--- config.mk ---
export PLATFORM = sky130hd
export DESIGN_NAME = selective_repeat_sender_window
export DESIGN_NICKNAME = d
export VERILOG_FILES = /design/src/hdl/srsw_pkg.sv /design/src/hdl/srsw_ctrl.sv /design/src/hdl/srsw_dp.sv /design/src/hdl/selective_repeat_sender_window.sv
export SDC_FILE = /design/constraint.sdc
export NUM_CORES = 2
export LEC_CHECK = 0
export ABC_AREA = 0
export ABC_CLOCK_PERIOD_IN_PS = 18300
export BUFFER_PORTS_ARGS = -buffer_cell sky130_fd_sc_hd__buf_2
export CAP_MARGIN = 20
export CORE_ASPECT_RATIO = 0.7
export CORE_MARGIN = 5
export CORE_UTILIZATION = 50
export DETAILED_ROUTE_END_ITERATION = 8
export PLACE_DENSITY = 0.66
export SYNTH_ARGS = -nofsm -noshare
export SYNTH_HDL_FRONTEND = slang
export SYNTH_SLANG_ARGS = --single-unit
--- constraint.sdc ---
create_clock -name aclk -period 18.3 [get_ports aclk]
set_input_delay 3.66 -clock aclk [delete_from_list [all_inputs] [get_ports aclk]]
set_output_delay 3.66 -clock aclk [all_outputs]
set_load 0.01 [all_outputs]
--- src/hdl/srsw_pkg.sv ---
package srsw_pkg;

    // window geometry and retry policy
    localparam int WINDOW_SLOTS = 16;
    localparam int RETRY_LIMIT  = 5;
    localparam int SLOT_W       = (WINDOW_SLOTS > 1) ? $clog2(WINDOW_SLOTS) : 1;
    localparam int WIN_CAP      = (WINDOW_SLOTS < 16) ? WINDOW_SLOTS : 16;

    localparam logic [SLOT_W:0] SLOTS_X = (SLOT_W + 1)'(WINDOW_SLOTS);

    // field widths
    localparam int SEQ_W   = 32;
    localparam int WORD_W  = 32;
    localparam int AGE_W   = 17;
    localparam int RTRY_W  = 4;
    localparam int WIN_W   = 5;
    localparam int TMO_W   = 16;
    localparam int CFG_IDX_W  = 1;
    localparam int CFG_DATA_W = 16;

    localparam logic [AGE_W-1:0]  AGE_MAX  = '1;
    localparam logic [RTRY_W-1:0] RTRY_MAX = '1;

    // stream widths
    localparam int S_TDATA_W = 64;
    localparam int S_TUSER_W = 3;
    localparam int M_TDATA_W = 136;
    localparam int M_TUSER_W = 3;

    // configuration register indexes
    localparam logic [CFG_IDX_W-1:0] REG_WINDOW_SIZE   = CFG_IDX_W'(0);
    localparam logic [CFG_IDX_W-1:0] REG_TIMEOUT_TICKS = CFG_IDX_W'(1);

    typedef enum logic [1:0] {
        OP_SEND = 2'd0,
        OP_ACK  = 2'd1,
        OP_TICK = 2'd2,
        OP_NOP  = 2'd3
    } srsw_op_t;

    typedef enum logic [2:0] {
        EV_SENT    = 3'd0,
        EV_FULL    = 3'd1,
        EV_ACK     = 3'd2,
        EV_IGNORED = 3'd3,
        EV_RETX    = 3'd4,
        EV_GIVEUP  = 3'd5,
        EV_IDLE    = 3'd6
    } srsw_ev_t;

    typedef enum logic [2:0] {
        ST_IDLE,
        ST_EXEC,
        ST_SCAN,
        ST_SLIDE,
        ST_EMIT
    } srsw_state_t;

    typedef struct packed {
        logic in_load;
        logic do_send;
        logic ev_full;
        logic do_ack;
        logic ev_ign;
        logic tick_start;
        logic ev_idle;
        logic scan_hit;
        logic scan_skip;
        logic slide_step;
        logic out_load;
    } srsw_cmd_t;

    typedef struct packed {
        srsw_op_t op;
        logic     win_full;
        logic     ack_ok;
        logic     fire_any;
        logic     fire_left;
        logic     cur_fire;
        logic     slide_more;
        logic     out_free;
        logic     ev_last;
    } srsw_stat_t;

    // ring index arithmetic, both operands below WINDOW_SLOTS
    function automatic logic [SLOT_W-1:0] slot_add(logic [SLOT_W-1:0] a, logic [SLOT_W-1:0] b);
        logic [SLOT_W:0] sum;
        sum = {1'b0, a} + {1'b0, b};
        if (sum >= SLOTS_X) begin
            sum = sum - SLOTS_X;
        end
        return sum[SLOT_W-1:0];
    endfunction

    function automatic logic [SLOT_W-1:0] slot_inc(logic [SLOT_W-1:0] a);
        logic [SLOT_W:0] sum;
        sum = {1'b0, a} + (SLOT_W + 1)'(1);
        if (sum >= SLOTS_X) begin
            sum = '0;
        end
        return sum[SLOT_W-1:0];
    endfunction

    // distance from b forward to a around the ring
    function automatic logic [SLOT_W-1:0] slot_dist(logic [SLOT_W-1:0] a, logic [SLOT_W-1:0] b);
        logic [SLOT_W:0] d;
        if (a >= b) begin
            d = {1'b0, a} - {1'b0, b};
        end else begin
            d = {1'b0, a} + SLOTS_X - {1'b0, b};
        end
        return d[SLOT_W-1:0];
    endfunction

endpackage

--- src/hdl/srsw_ctrl.sv ---
module srsw_ctrl (
    input  logic                aclk,
    input  logic                aresetn,
    input  logic                s_tvalid,
    output logic                s_tready,
    input  srsw_pkg::srsw_stat_t stat,
    output srsw_pkg::srsw_cmd_t  cmd
);
    import srsw_pkg::*;

    srsw_state_t state_reg;
    srsw_state_t state_next;

    always_ff @(posedge aclk) begin
        if (!aresetn) begin
            state_reg <= ST_IDLE;
        end else begin
            state_reg <= state_next;
        end
    end

    always_comb begin
        state_next = state_reg;
        unique case (state_reg)
            ST_IDLE: begin
                if (s_tvalid) begin
                    state_next = ST_EXEC;
                end
            end
            ST_EXEC: begin
                unique case (stat.op)
                    OP_SEND: state_next = ST_EMIT;
                    OP_ACK:  state_next = stat.ack_ok ? ST_SLIDE : ST_EMIT;
                    OP_TICK: state_next = stat.fire_any ? ST_SCAN : ST_EMIT;
                    OP_NOP:  state_next = ST_EMIT;
                endcase
            end
            ST_SCAN: begin
                if (stat.cur_fire) begin
                    state_next = ST_SLIDE;
                end
            end
            ST_SLIDE: begin
                if (!stat.slide_more) begin
                    state_next = ST_EMIT;
                end
            end
            ST_EMIT: begin
                if (stat.out_free) begin
                    state_next = stat.ev_last ? ST_IDLE : ST_SCAN;
                end
            end
            default: state_next = ST_IDLE;
        endcase
    end

    always_comb begin
        cmd      = '0;
        s_tready = 1'b0;
        unique case (state_reg)
            ST_IDLE: begin
                s_tready    = 1'b1;
                cmd.in_load = s_tvalid;
            end
            ST_EXEC: begin
                unique case (stat.op)
                    OP_SEND: begin
                        cmd.ev_full = stat.win_full;
                        cmd.do_send = !stat.win_full;
                    end
                    OP_ACK: begin
                        cmd.do_ack = stat.ack_ok;
                        cmd.ev_ign = !stat.ack_ok;
                    end
                    OP_TICK: begin
                        cmd.tick_start = 1'b1;
                        cmd.ev_idle    = !stat.fire_any;
                    end
                    OP_NOP: begin
                        cmd.ev_idle = 1'b1;
                    end
                endcase
            end
            ST_SCAN: begin
                cmd.scan_hit  = stat.cur_fire;
                cmd.scan_skip = !stat.cur_fire;
            end
            ST_SLIDE: begin
                cmd.slide_step = stat.slide_more;
            end
            ST_EMIT: begin
                cmd.out_load = stat.out_free;
            end
            default: begin
                cmd = '0;
            end
        endcase
    end

`ifndef ASSERT_OFF
    a_scan_has_work: assert property (@(posedge aclk) disable iff (!aresetn)
        state_reg == ST_SCAN |-> stat.fire_left)
        else $error("scan running with no timed-out slot left");

    a_more_after_beat: assert property (@(posedge aclk) disable iff (!aresetn)
        state_reg == ST_EMIT && stat.out_free && !stat.ev_last |=> stat.fire_left)
        else $error("non-final beat sent but no further event pending");

    a_emit_waits: assert property (@(posedge aclk) disable iff (!aresetn)
        state_reg == ST_EMIT && !stat.out_free |=> state_reg == ST_EMIT)
        else $error("result dropped while output stage was busy");
`endif

endmodule

--- src/hdl/srsw_dp.sv ---
module srsw_dp (
    input  logic                                aclk,
    input  logic                                aresetn,
    input  logic                                cfg_wr_en,
    input  logic [srsw_pkg::CFG_IDX_W-1:0]      cfg_index,
    input  logic [srsw_pkg::CFG_DATA_W-1:0]     cfg_wdata,
    input  logic [srsw_pkg::S_TDATA_W-1:0]      s_tdata,
    input  logic [srsw_pkg::S_TUSER_W-1:0]      s_tuser,
    input  srsw_pkg::srsw_cmd_t                 cmd,
    output srsw_pkg::srsw_stat_t                stat,
    input  logic                                m_tready,
    output logic                                m_tvalid,
    output logic [srsw_pkg::M_TDATA_W-1:0]      m_tdata,
    output logic [srsw_pkg::M_TUSER_W-1:0]      m_tuser,
    output logic                                m_tlast
);
    import srsw_pkg::*;

    // configuration
    logic [WIN_W-1:0] win_reg;
    logic [TMO_W-1:0] tmo_reg;

    // window pointers
    logic [SEQ_W-1:0]  next_reg;
    logic [SEQ_W-1:0]  base_reg;
    logic [SLOT_W-1:0] head_reg;

    // slot store
    logic [WINDOW_SLOTS-1:0] pend_reg;
    logic [WORD_W-1:0]       pay_reg  [WINDOW_SLOTS];
    logic [AGE_W-1:0]        age_reg  [WINDOW_SLOTS];
    logic [RTRY_W-1:0]       rtry_reg [WINDOW_SLOTS];

    // latched input beat
    srsw_op_t          op_reg;
    logic [WORD_W-1:0] pay_in_reg;
    logic [SEQ_W-1:0]  ackn_reg;
    logic              flag_reg;

    // tick scan
    logic [WINDOW_SLOTS-1:0] fire_reg;
    logic [SLOT_W-1:0]       idx_reg;
    logic [SLOT_W-1:0]       tick_head_reg;
    logic [SEQ_W-1:0]        tick_base_reg;

    // pending result
    srsw_ev_t          ev_code_reg;
    logic [SEQ_W-1:0]  ev_seq_reg;
    logic [WORD_W-1:0] ev_pay_reg;
    logic [RTRY_W-1:0] ev_att_reg;
    logic              ev_last_reg;

    // output stage
    logic                 m_tvalid_reg;
    logic [M_TDATA_W-1:0] m_tdata_reg;
    logic [M_TUSER_W-1:0] m_tuser_reg;
    logic                 m_tlast_reg;

    logic [SEQ_W-1:0]        occ;
    logic [WIN_W-1:0]        eff_win;
    logic [SEQ_W-1:0]        ack_off;
    logic                    ack_ok;
    logic [SLOT_W-1:0]       ack_slot;
    logic [SLOT_W-1:0]       send_slot;
    logic [SLOT_W-1:0]       cur_slot;
    logic [SLOT_W-1:0]       rd_slot;
    logic [RTRY_W-1:0]       rd_rtry;
    logic [RTRY_W-1:0]       rtry_new;
    logic                    gives_up;
    logic [SEQ_W-1:0]        seq_cur;
    logic [WINDOW_SLOTS-1:0] cur_onehot;
    logic                    cur_last;
    logic [AGE_W-1:0]        aged     [WINDOW_SLOTS];
    logic [WINDOW_SLOTS-1:0] in_rng;
    logic [WINDOW_SLOTS-1:0] fire_vec;

    always_comb begin
        occ       = next_reg - base_reg;
        eff_win   = (win_reg > WIN_W'(WIN_CAP)) ? WIN_W'(WIN_CAP) : win_reg;
        ack_off   = ackn_reg - base_reg;
        ack_ok    = flag_reg && (ack_off < occ);
        ack_slot  = slot_add(head_reg, ack_off[SLOT_W-1:0]);
        send_slot = slot_add(head_reg, occ[SLOT_W-1:0]);
        cur_slot  = slot_add(tick_head_reg, idx_reg);
        rd_slot   = (op_reg == OP_TICK) ? cur_slot : ack_slot;
        rd_rtry   = rtry_reg[rd_slot];
        rtry_new  = (rd_rtry == RTRY_MAX) ? RTRY_MAX : rd_rtry + RTRY_W'(1);
        gives_up  = rtry_new > RTRY_W'(RETRY_LIMIT);
        seq_cur   = tick_base_reg + SEQ_W'(idx_reg);
        cur_onehot = WINDOW_SLOTS'(1) << cur_slot;
        cur_last   = (fire_reg & ~cur_onehot) == '0;
    end

    // per-slot aging and timeout check, all slots side by side
    always_comb begin
        for (int s = 0; s < WINDOW_SLOTS; s++) begin
            aged[s]     = (age_reg[s] == AGE_MAX) ? AGE_MAX : age_reg[s] + AGE_W'(1);
            in_rng[s]   = {1'b0, slot_dist(SLOT_W'(s), head_reg)} < occ[SLOT_W:0];
            fire_vec[s] = pend_reg[s] && in_rng[s] && (aged[s] > {1'b0, tmo_reg});
        end
    end

    always_comb begin
        stat            = '0;
        stat.op         = op_reg;
        stat.win_full   = occ >= SEQ_W'(eff_win);
        stat.ack_ok     = ack_ok;
        stat.fire_any   = |fire_vec;
        stat.fire_left  = |fire_reg;
        stat.cur_fire   = fire_reg[cur_slot];
        stat.slide_more = (base_reg != next_reg) && !pend_reg[head_reg];
        stat.out_free   = !m_tvalid_reg || m_tready;
        stat.ev_last    = ev_last_reg;
    end

    // control state
    always_ff @(posedge aclk) begin
        if (!aresetn) begin
            win_reg      <= WIN_W'(4);
            tmo_reg      <= TMO_W'(100);
            next_reg     <= '0;
            base_reg     <= '0;
            head_reg     <= '0;
            pend_reg     <= '0;
            fire_reg     <= '0;
            m_tvalid_reg <= 1'b0;
        end else begin
            if (cfg_wr_en) begin
                unique case (cfg_index)
                    REG_WINDOW_SIZE:   win_reg <= cfg_wdata[WIN_W-1:0];
                    REG_TIMEOUT_TICKS: tmo_reg <= cfg_wdata[TMO_W-1:0];
                    default: ;
                endcase
            end
            if (cmd.do_send) begin
                pend_reg[send_slot] <= 1'b1;
                next_reg            <= next_reg + SEQ_W'(1);
            end
            if (cmd.do_ack) begin
                pend_reg[ack_slot] <= 1'b0;
            end
            if (cmd.tick_start) begin
                fire_reg <= fire_vec;
            end
            if (cmd.scan_hit) begin
                fire_reg[cur_slot] <= 1'b0;
                if (gives_up) begin
                    pend_reg[cur_slot] <= 1'b0;
                end
            end
            if (cmd.slide_step) begin
                base_reg <= base_reg + SEQ_W'(1);
                head_reg <= slot_inc(head_reg);
            end
            if (cmd.out_load) begin
                m_tvalid_reg <= 1'b1;
            end else if (m_tready) begin
                m_tvalid_reg <= 1'b0;
            end
        end
    end

    // slot contents
    always_ff @(posedge aclk) begin
        if (cmd.do_send) begin
            pay_reg[send_slot]  <= pay_in_reg;
            age_reg[send_slot]  <= '0;
            rtry_reg[send_slot] <= '0;
        end
        if (cmd.tick_start) begin
            for (int s = 0; s < WINDOW_SLOTS; s++) begin
                if (pend_reg[s] && in_rng[s]) begin
                    age_reg[s] <= aged[s];
                end
            end
        end
        if (cmd.scan_hit) begin
            rtry_reg[cur_slot] <= rtry_new;
            if (!gives_up) begin
                age_reg[cur_slot] <= '0;
            end
        end
    end

    // input latch, scan bookkeeping, result assembly
    always_ff @(posedge aclk) begin
        if (cmd.in_load) begin
            op_reg     <= srsw_op_t'(s_tuser[1:0]);
            flag_reg   <= s_tuser[2];
            pay_in_reg <= s_tdata[WORD_W-1:0];
            ackn_reg   <= s_tdata[WORD_W+SEQ_W-1:WORD_W];
        end
        if (cmd.tick_start) begin
            idx_reg       <= '0;
            tick_head_reg <= head_reg;
            tick_base_reg <= base_reg;
        end
        if (cmd.scan_hit || cmd.scan_skip) begin
            idx_reg <= idx_reg + SLOT_W'(1);
        end
        if (cmd.ev_full) begin
            ev_code_reg <= EV_FULL;
            ev_seq_reg  <= next_reg;
            ev_pay_reg  <= '0;
            ev_att_reg  <= '0;
            ev_last_reg <= 1'b1;
        end
        if (cmd.do_send) begin
            ev_code_reg <= EV_SENT;
            ev_seq_reg  <= next_reg;
            ev_pay_reg  <= pay_in_reg;
            ev_att_reg  <= '0;
            ev_last_reg <= 1'b1;
        end
        if (cmd.do_ack) begin
            ev_code_reg <= EV_ACK;
            ev_seq_reg  <= ackn_reg;
            ev_pay_reg  <= '0;
            ev_att_reg  <= rd_rtry;
            ev_last_reg <= 1'b1;
        end
        if (cmd.ev_ign) begin
            ev_code_reg <= EV_IGNORED;
            ev_seq_reg  <= ackn_reg;
            ev_pay_reg  <= '0;
            ev_att_reg  <= '0;
            ev_last_reg <= 1'b1;
        end
        if (cmd.ev_idle) begin
            ev_code_reg <= EV_IDLE;
            ev_seq_reg  <= base_reg;
            ev_pay_reg  <= '0;
            ev_att_reg  <= '0;
            ev_last_reg <= 1'b1;
        end
        if (cmd.scan_hit) begin
            ev_code_reg <= gives_up ? EV_GIVEUP : EV_RETX;
            ev_seq_reg  <= seq_cur;
            ev_pay_reg  <= gives_up ? '0 : pay_reg[cur_slot];
            ev_att_reg  <= rtry_new;
            ev_last_reg <= cur_last;
        end
        if (cmd.out_load) begin
            m_tuser_reg <= M_TUSER_W'(ev_code_reg);
            m_tlast_reg <= ev_last_reg;
            m_tdata_reg <= M_TDATA_W'({next_reg, base_reg, ev_att_reg, ev_pay_reg, ev_seq_reg});
        end
    end

    assign m_tvalid = m_tvalid_reg;
    assign m_tdata  = m_tdata_reg;
    assign m_tuser  = m_tuser_reg;
    assign m_tlast  = m_tlast_reg;

`ifndef ASSERT_OFF
    a_occ_bound: assert property (@(posedge aclk) disable iff (!aresetn)
        (next_reg - base_reg) <= SEQ_W'(WIN_CAP))
        else $error("more packets in flight than the window holds");

    a_slide_in_window: assert property (@(posedge aclk) disable iff (!aresetn)
        cmd.slide_step |-> base_reg != next_reg)
        else $error("base moved past next sequence");

    a_fire_pending: assert property (@(posedge aclk) disable iff (!aresetn)
        (fire_reg & ~pend_reg) == '0)
        else $error("timed-out mark on a slot that is not pending");
`endif

endmodule

--- src/hdl/selective_repeat_sender_window.sv ---
// send, ignored ack and idle commands: decoded in the exec state, result loaded into the output
// register from the emit state once it is free; the next command beat is accepted back in idle
// accepted ack: the base then slides over the cleared slots (0 to 16) before the result is emitted
// tick: an idle result when nothing has timed out; else the scan walks the slots up to the last
// timed-out one (up to 16), emitting each retransmit or give-up after any base slide it causes
// reset: synchronous active low; window and pending marks cleared at once, no clearing pass
module selective_repeat_sender_window (
    input  logic                            aclk,
    input  logic                            aresetn,
    // configuration write port
    input  logic                            cfg_wr_en,
    input  logic [srsw_pkg::CFG_IDX_W-1:0]  cfg_index,
    input  logic [srsw_pkg::CFG_DATA_W-1:0] cfg_wdata,
    // command stream
    input  logic                            s_tvalid,
    output logic                            s_tready,
    input  logic [srsw_pkg::S_TDATA_W-1:0]  s_tdata,   // payload[31:0], ack_number[63:32]
    input  logic [srsw_pkg::S_TUSER_W-1:0]  s_tuser,   // command[1:0], ack_flag[2]
    // event stream
    output logic                            m_tvalid,
    input  logic                            m_tready,
    output logic [srsw_pkg::M_TDATA_W-1:0]  m_tdata,   // seq_number[31:0], out_payload[63:32],
                                                       // attempt[67:64], window_base[99:68],
                                                       // next_sequence[131:100], zero pad
    output logic [srsw_pkg::M_TUSER_W-1:0]  m_tuser,   // event_res[2:0]
    output logic                            m_tlast    // final beat of this command
);
    import srsw_pkg::*;

    // command and status between sequencer and window datapath
    srsw_cmd_t  cmd;
    srsw_stat_t stat;

    // sequencer: decode, tick scan walk, base slide, beat hand-off
    srsw_ctrl u_ctrl (
        .aclk     (aclk),
        .aresetn  (aresetn),
        .s_tvalid (s_tvalid),
        .s_tready (s_tready),
        .stat     (stat),
        .cmd      (cmd)
    );

    // datapath: config, window pointers, slot store, output register
    srsw_dp u_dp (
        .aclk      (aclk),
        .aresetn   (aresetn),
        .cfg_wr_en (cfg_wr_en),
        .cfg_index (cfg_index),
        .cfg_wdata (cfg_wdata),
        .s_tdata   (s_tdata),
        .s_tuser   (s_tuser),
        .cmd       (cmd),
        .stat      (stat),
        .m_tready  (m_tready),
        .m_tvalid  (m_tvalid),
        .m_tdata   (m_tdata),
        .m_tuser   (m_tuser),
        .m_tlast   (m_tlast)
    );

endmodule

==> metrics.md <==
| Metric | Value |
|---|---|
| Nets | 6310 |
| Actual slew at the worst max-slew pin | 1.188 ns |
| Dpl hpwl | 117500 um |
| P per Cell Area | 84.47 nW/um2 |
| Flops & latches, synth | 1288 |
| Syn Inst Count | 5561 |
| Synth unique cells | 105 |
| Largest net degree at the start of global routing | 70 |
| Post-Syn Area | 66950 um2 |
| Synth area leader | edfxtp_1 |
| Period minus WS final | 8.152 ns |
| # setup viols final | 0 |
| Worst setup EP type | flip-flop |
| Buffer count from post-CTS setup fixing | 0 |
| Max-cap violations | 0 |
| Top delay family on crit path | simple AND/OR/NAND/NOR gates |
| Crit-path cells | ha_1 > nand3_1 > nor4_1 > nand3_1 > nor2_1 > and3_1 > nand2_1 > nand2_1 > ha_1 > a21o_1 > a21o_1 > a21oi_1 > nor2_1 > a211o_1 > o2bb2ai_1 > a21oi_1 > or4_4 > o41ai_4 > nand2_2 > nand3_4 > buf_4 |
| Layout overhead on the synthesized area | 11.10% |
| Crit path buf inv count | 1 |
| Worst slack at placement | 10.23 ns |
| Post-cts sizing count | 0 |
| Worst VDD drop | 0.08569 mV |
| Hold Buf Count CTS | 0 |
| Lkg Pwr | 26.87 nW |
| Max-slew violation count | 0 |
| Crit path required time | 18.71 ns |
| Clock buffer count from CTS | 131 |
| DRC Markers | 0 |
| Initial DRC count | 5518 |
| First-pass GRT wire length | 273300 um |
| CP max FO | 37 |
| Worst setup margin | 10.15 ns |
| Avg WL per Cell | 23.79 um |
| Die area | 141400 um2 |
| Die Wd | 447.4 um |
| DRT Pass-1 Iters | 6 |
| Longest Clk Path Bufs | 3 |
| Register area share after synthesis | 55.90% |
| Initial Util | 50.29% |
| Vias in the first global route | 44.13k |
| Commonest cells after routing, fill and taps aside | edfxtp_1 (1163), nand2_1 (661), a21oi_1 (434), ha_1 (429), nor2_1 (304) |
| Most area-consuming cells after synthesis | edfxtp_1 (52%), ha_1 (8.0%), mux4_2 (5.1%), dfxtp_1 (3.7%), nand2_1 (3.7%) |
| CTS tree | built |
| Initial antenna violation count | 8 |
| Gr ovfl total | 0 |
| Tcrit/Tclk final | 44.54% |
| Total Routing Usage GR | 25.32% |
| Critical path data arrival time | 8.56 ns |
| Antenna Nets Post-Route | 0 |
| CTS Sinks | 1288 |
| H-tree levels | 4 |
| Chip Height | 316.1 um |
| Post-synth top area share | 52.17% |
| RSZ-0062 raised after global routing | no |
| Share of cells above drive strength 1 | 12.86% |
| Vias post-DR | 46.41k |
| Worst-Skew Late Latency | 0.79 ns |
| Highest clock rate | 122.7 MHz |
| Mean post-synth cell area | 12.04 um2 |
| Vias per cell | 6.062 |
| Core Region | 133100 um2 |
| Final core utilization | 55.87% |
| Slowest stage cell, crit path | nand3_4 |
| I/O pin count | 231 |
| Kind of critical path | reg2reg |
| Top FF cell, synth | edfxtp_1 |
| Async set-reset flop share out of synthesis | 0% |
| TNS Setup | 0 ns |
| Root Driver | clkbuf_16 |
| FP Rows | 112 |
| Max reg flops | 512 |
| Clk slew on worst S/H paths | 0.06 ns |
| Fin. Hold Viols | 0 |
| Total Wirelength | 182200 um |
| I/O Buffers | 226 |
| Ys Warns | 0 |
| Max incr delay on CP | 0.92 ns |
| Run status | finished, final reports clean |
| Relative slew slack | 20.46% |
| Fin Clk Skew | 0.03442 ns |
| Startpoint types | flip-flop |
| Post-synth EDFFs | 1163 |
| Hold crit path type | reg2reg |
| Placer's final routability congestion estimate | 0.9035 |
| Most common cell after layout, fill and taps aside | edfxtp_1 |
## worst reg2reg max path: cells and delay by family (launching register included)
kind / cells / cell delay, ns
compound gates: 7 / 1.94
simple gates: 11 / 4.31
flops: 1 / 0.36
fa+ha+maj: 2 / 0.47
buf+inv: 1 / 0.66
## worst paths after layout
kind,end,depth (start not counted),startpoint,slack (ns)
max,u_dp.ev_pay_reg[12],21,u_dp.age_reg[9][0],10.15
min,u_dp.m_tdata[5],0,u_dp.ev_seq_reg[5],0.41
max reg2reg,u_dp.ev_pay_reg[12],21,u_dp.age_reg[9][0],10.15
min reg2reg,u_dp.m_tdata[5],0,u_dp.ev_seq_reg[5],0.41
## stage by stage
stage,power [mW],cells,instance area (um2),hold slack [ns]
finish,6.283,7657,74380,0.4128
global route,6.498,7656,74380,0.4245
CTS,6.324,7652,74330,0.4148
detailed placement,3.723,7416,70230,0.4045
global placement,3.715,7416,70230,0.4023
floorplan,3.583,5564,66960,0.4003
## layout make-up
class | count | area, um2
timing repair buffer | 319 | 1849
inverter | 208 | 780.7
sequential | 1288 | 37430
fill | 10982 | 58750
tap | 1767 | 2211
multi-input combinational | 3837 | 28010
antenna | 2 | 5.005
clock buffer | 169 | 3472
clock inverter | 67 | 625.6
## metal layers
metal | part of all wire [%] | wire length (um) | track usage (%)
met1 | 46 | 83780 | 39.15
met2 | 42 | 77310 | 36.67
met4 | 2.2 | 3962 | 6.158
met3 | 9.4 | 17110 | 5.213
met5 | 0.0071 | 13 | 0
## Yosys cell counts (all sizes together) (7+ instances only)
library cell / number
nand4: 117
and4: 32
mux2i: 54
a21boi: 12
a21o: 117
a22oi: 7
or3: 15
o21a: 22
a211oi: 27
o21ai: 168
a2111oi: 7
edfxtp: 1163
o21bai: 13
a31o: 9
xnor2: 191
o31ai: 27
a211o: 8
a21oi: 440
and3: 86
o221ai: 9
dfxtp: 125
mux4: 153
a221oi: 7
o211ai: 24
nand3: 249
nor4: 32
mux2: 10
a31oi: 36
clkbuf: 157
nor3: 90
o311ai: 12
o41ai: 13
a311oi: 28
nor2: 319
nand2b: 51
buf: 74
and2: 42
inv: 207
ha: 430
or2: 19
nor2b: 65
nand2: 663
xor2: 149
## cell families (layout without fill, tap and decap cells)
family | after synthesis | after routing | synth area share, %
multiplexers | 217 | 217 | 6.141
XOR/XNOR | 340 | 340 | 4.459
AND/OR/NAND/NOR | 1807 | 1807 | 12.91
adder cells (fa/ha/maj) | 436 | 436 | 8.216
AO/OA/AOI/OAI | 1033 | 1033 | 9.747
flip-flops | 1288 | 1288 | 55.90
other | 1 | 6 | 0.005601
buffers and inverters | 439 | 763 | 2.620
## power by group
part / switching [mW] / internal, mW
clock network: 1.18 / 1.43
registers: 0.0396 / 3.24
logic: 0.249 / 0.140
total: 1.47 / 4.81
Power figures use the tool's default switching activity.
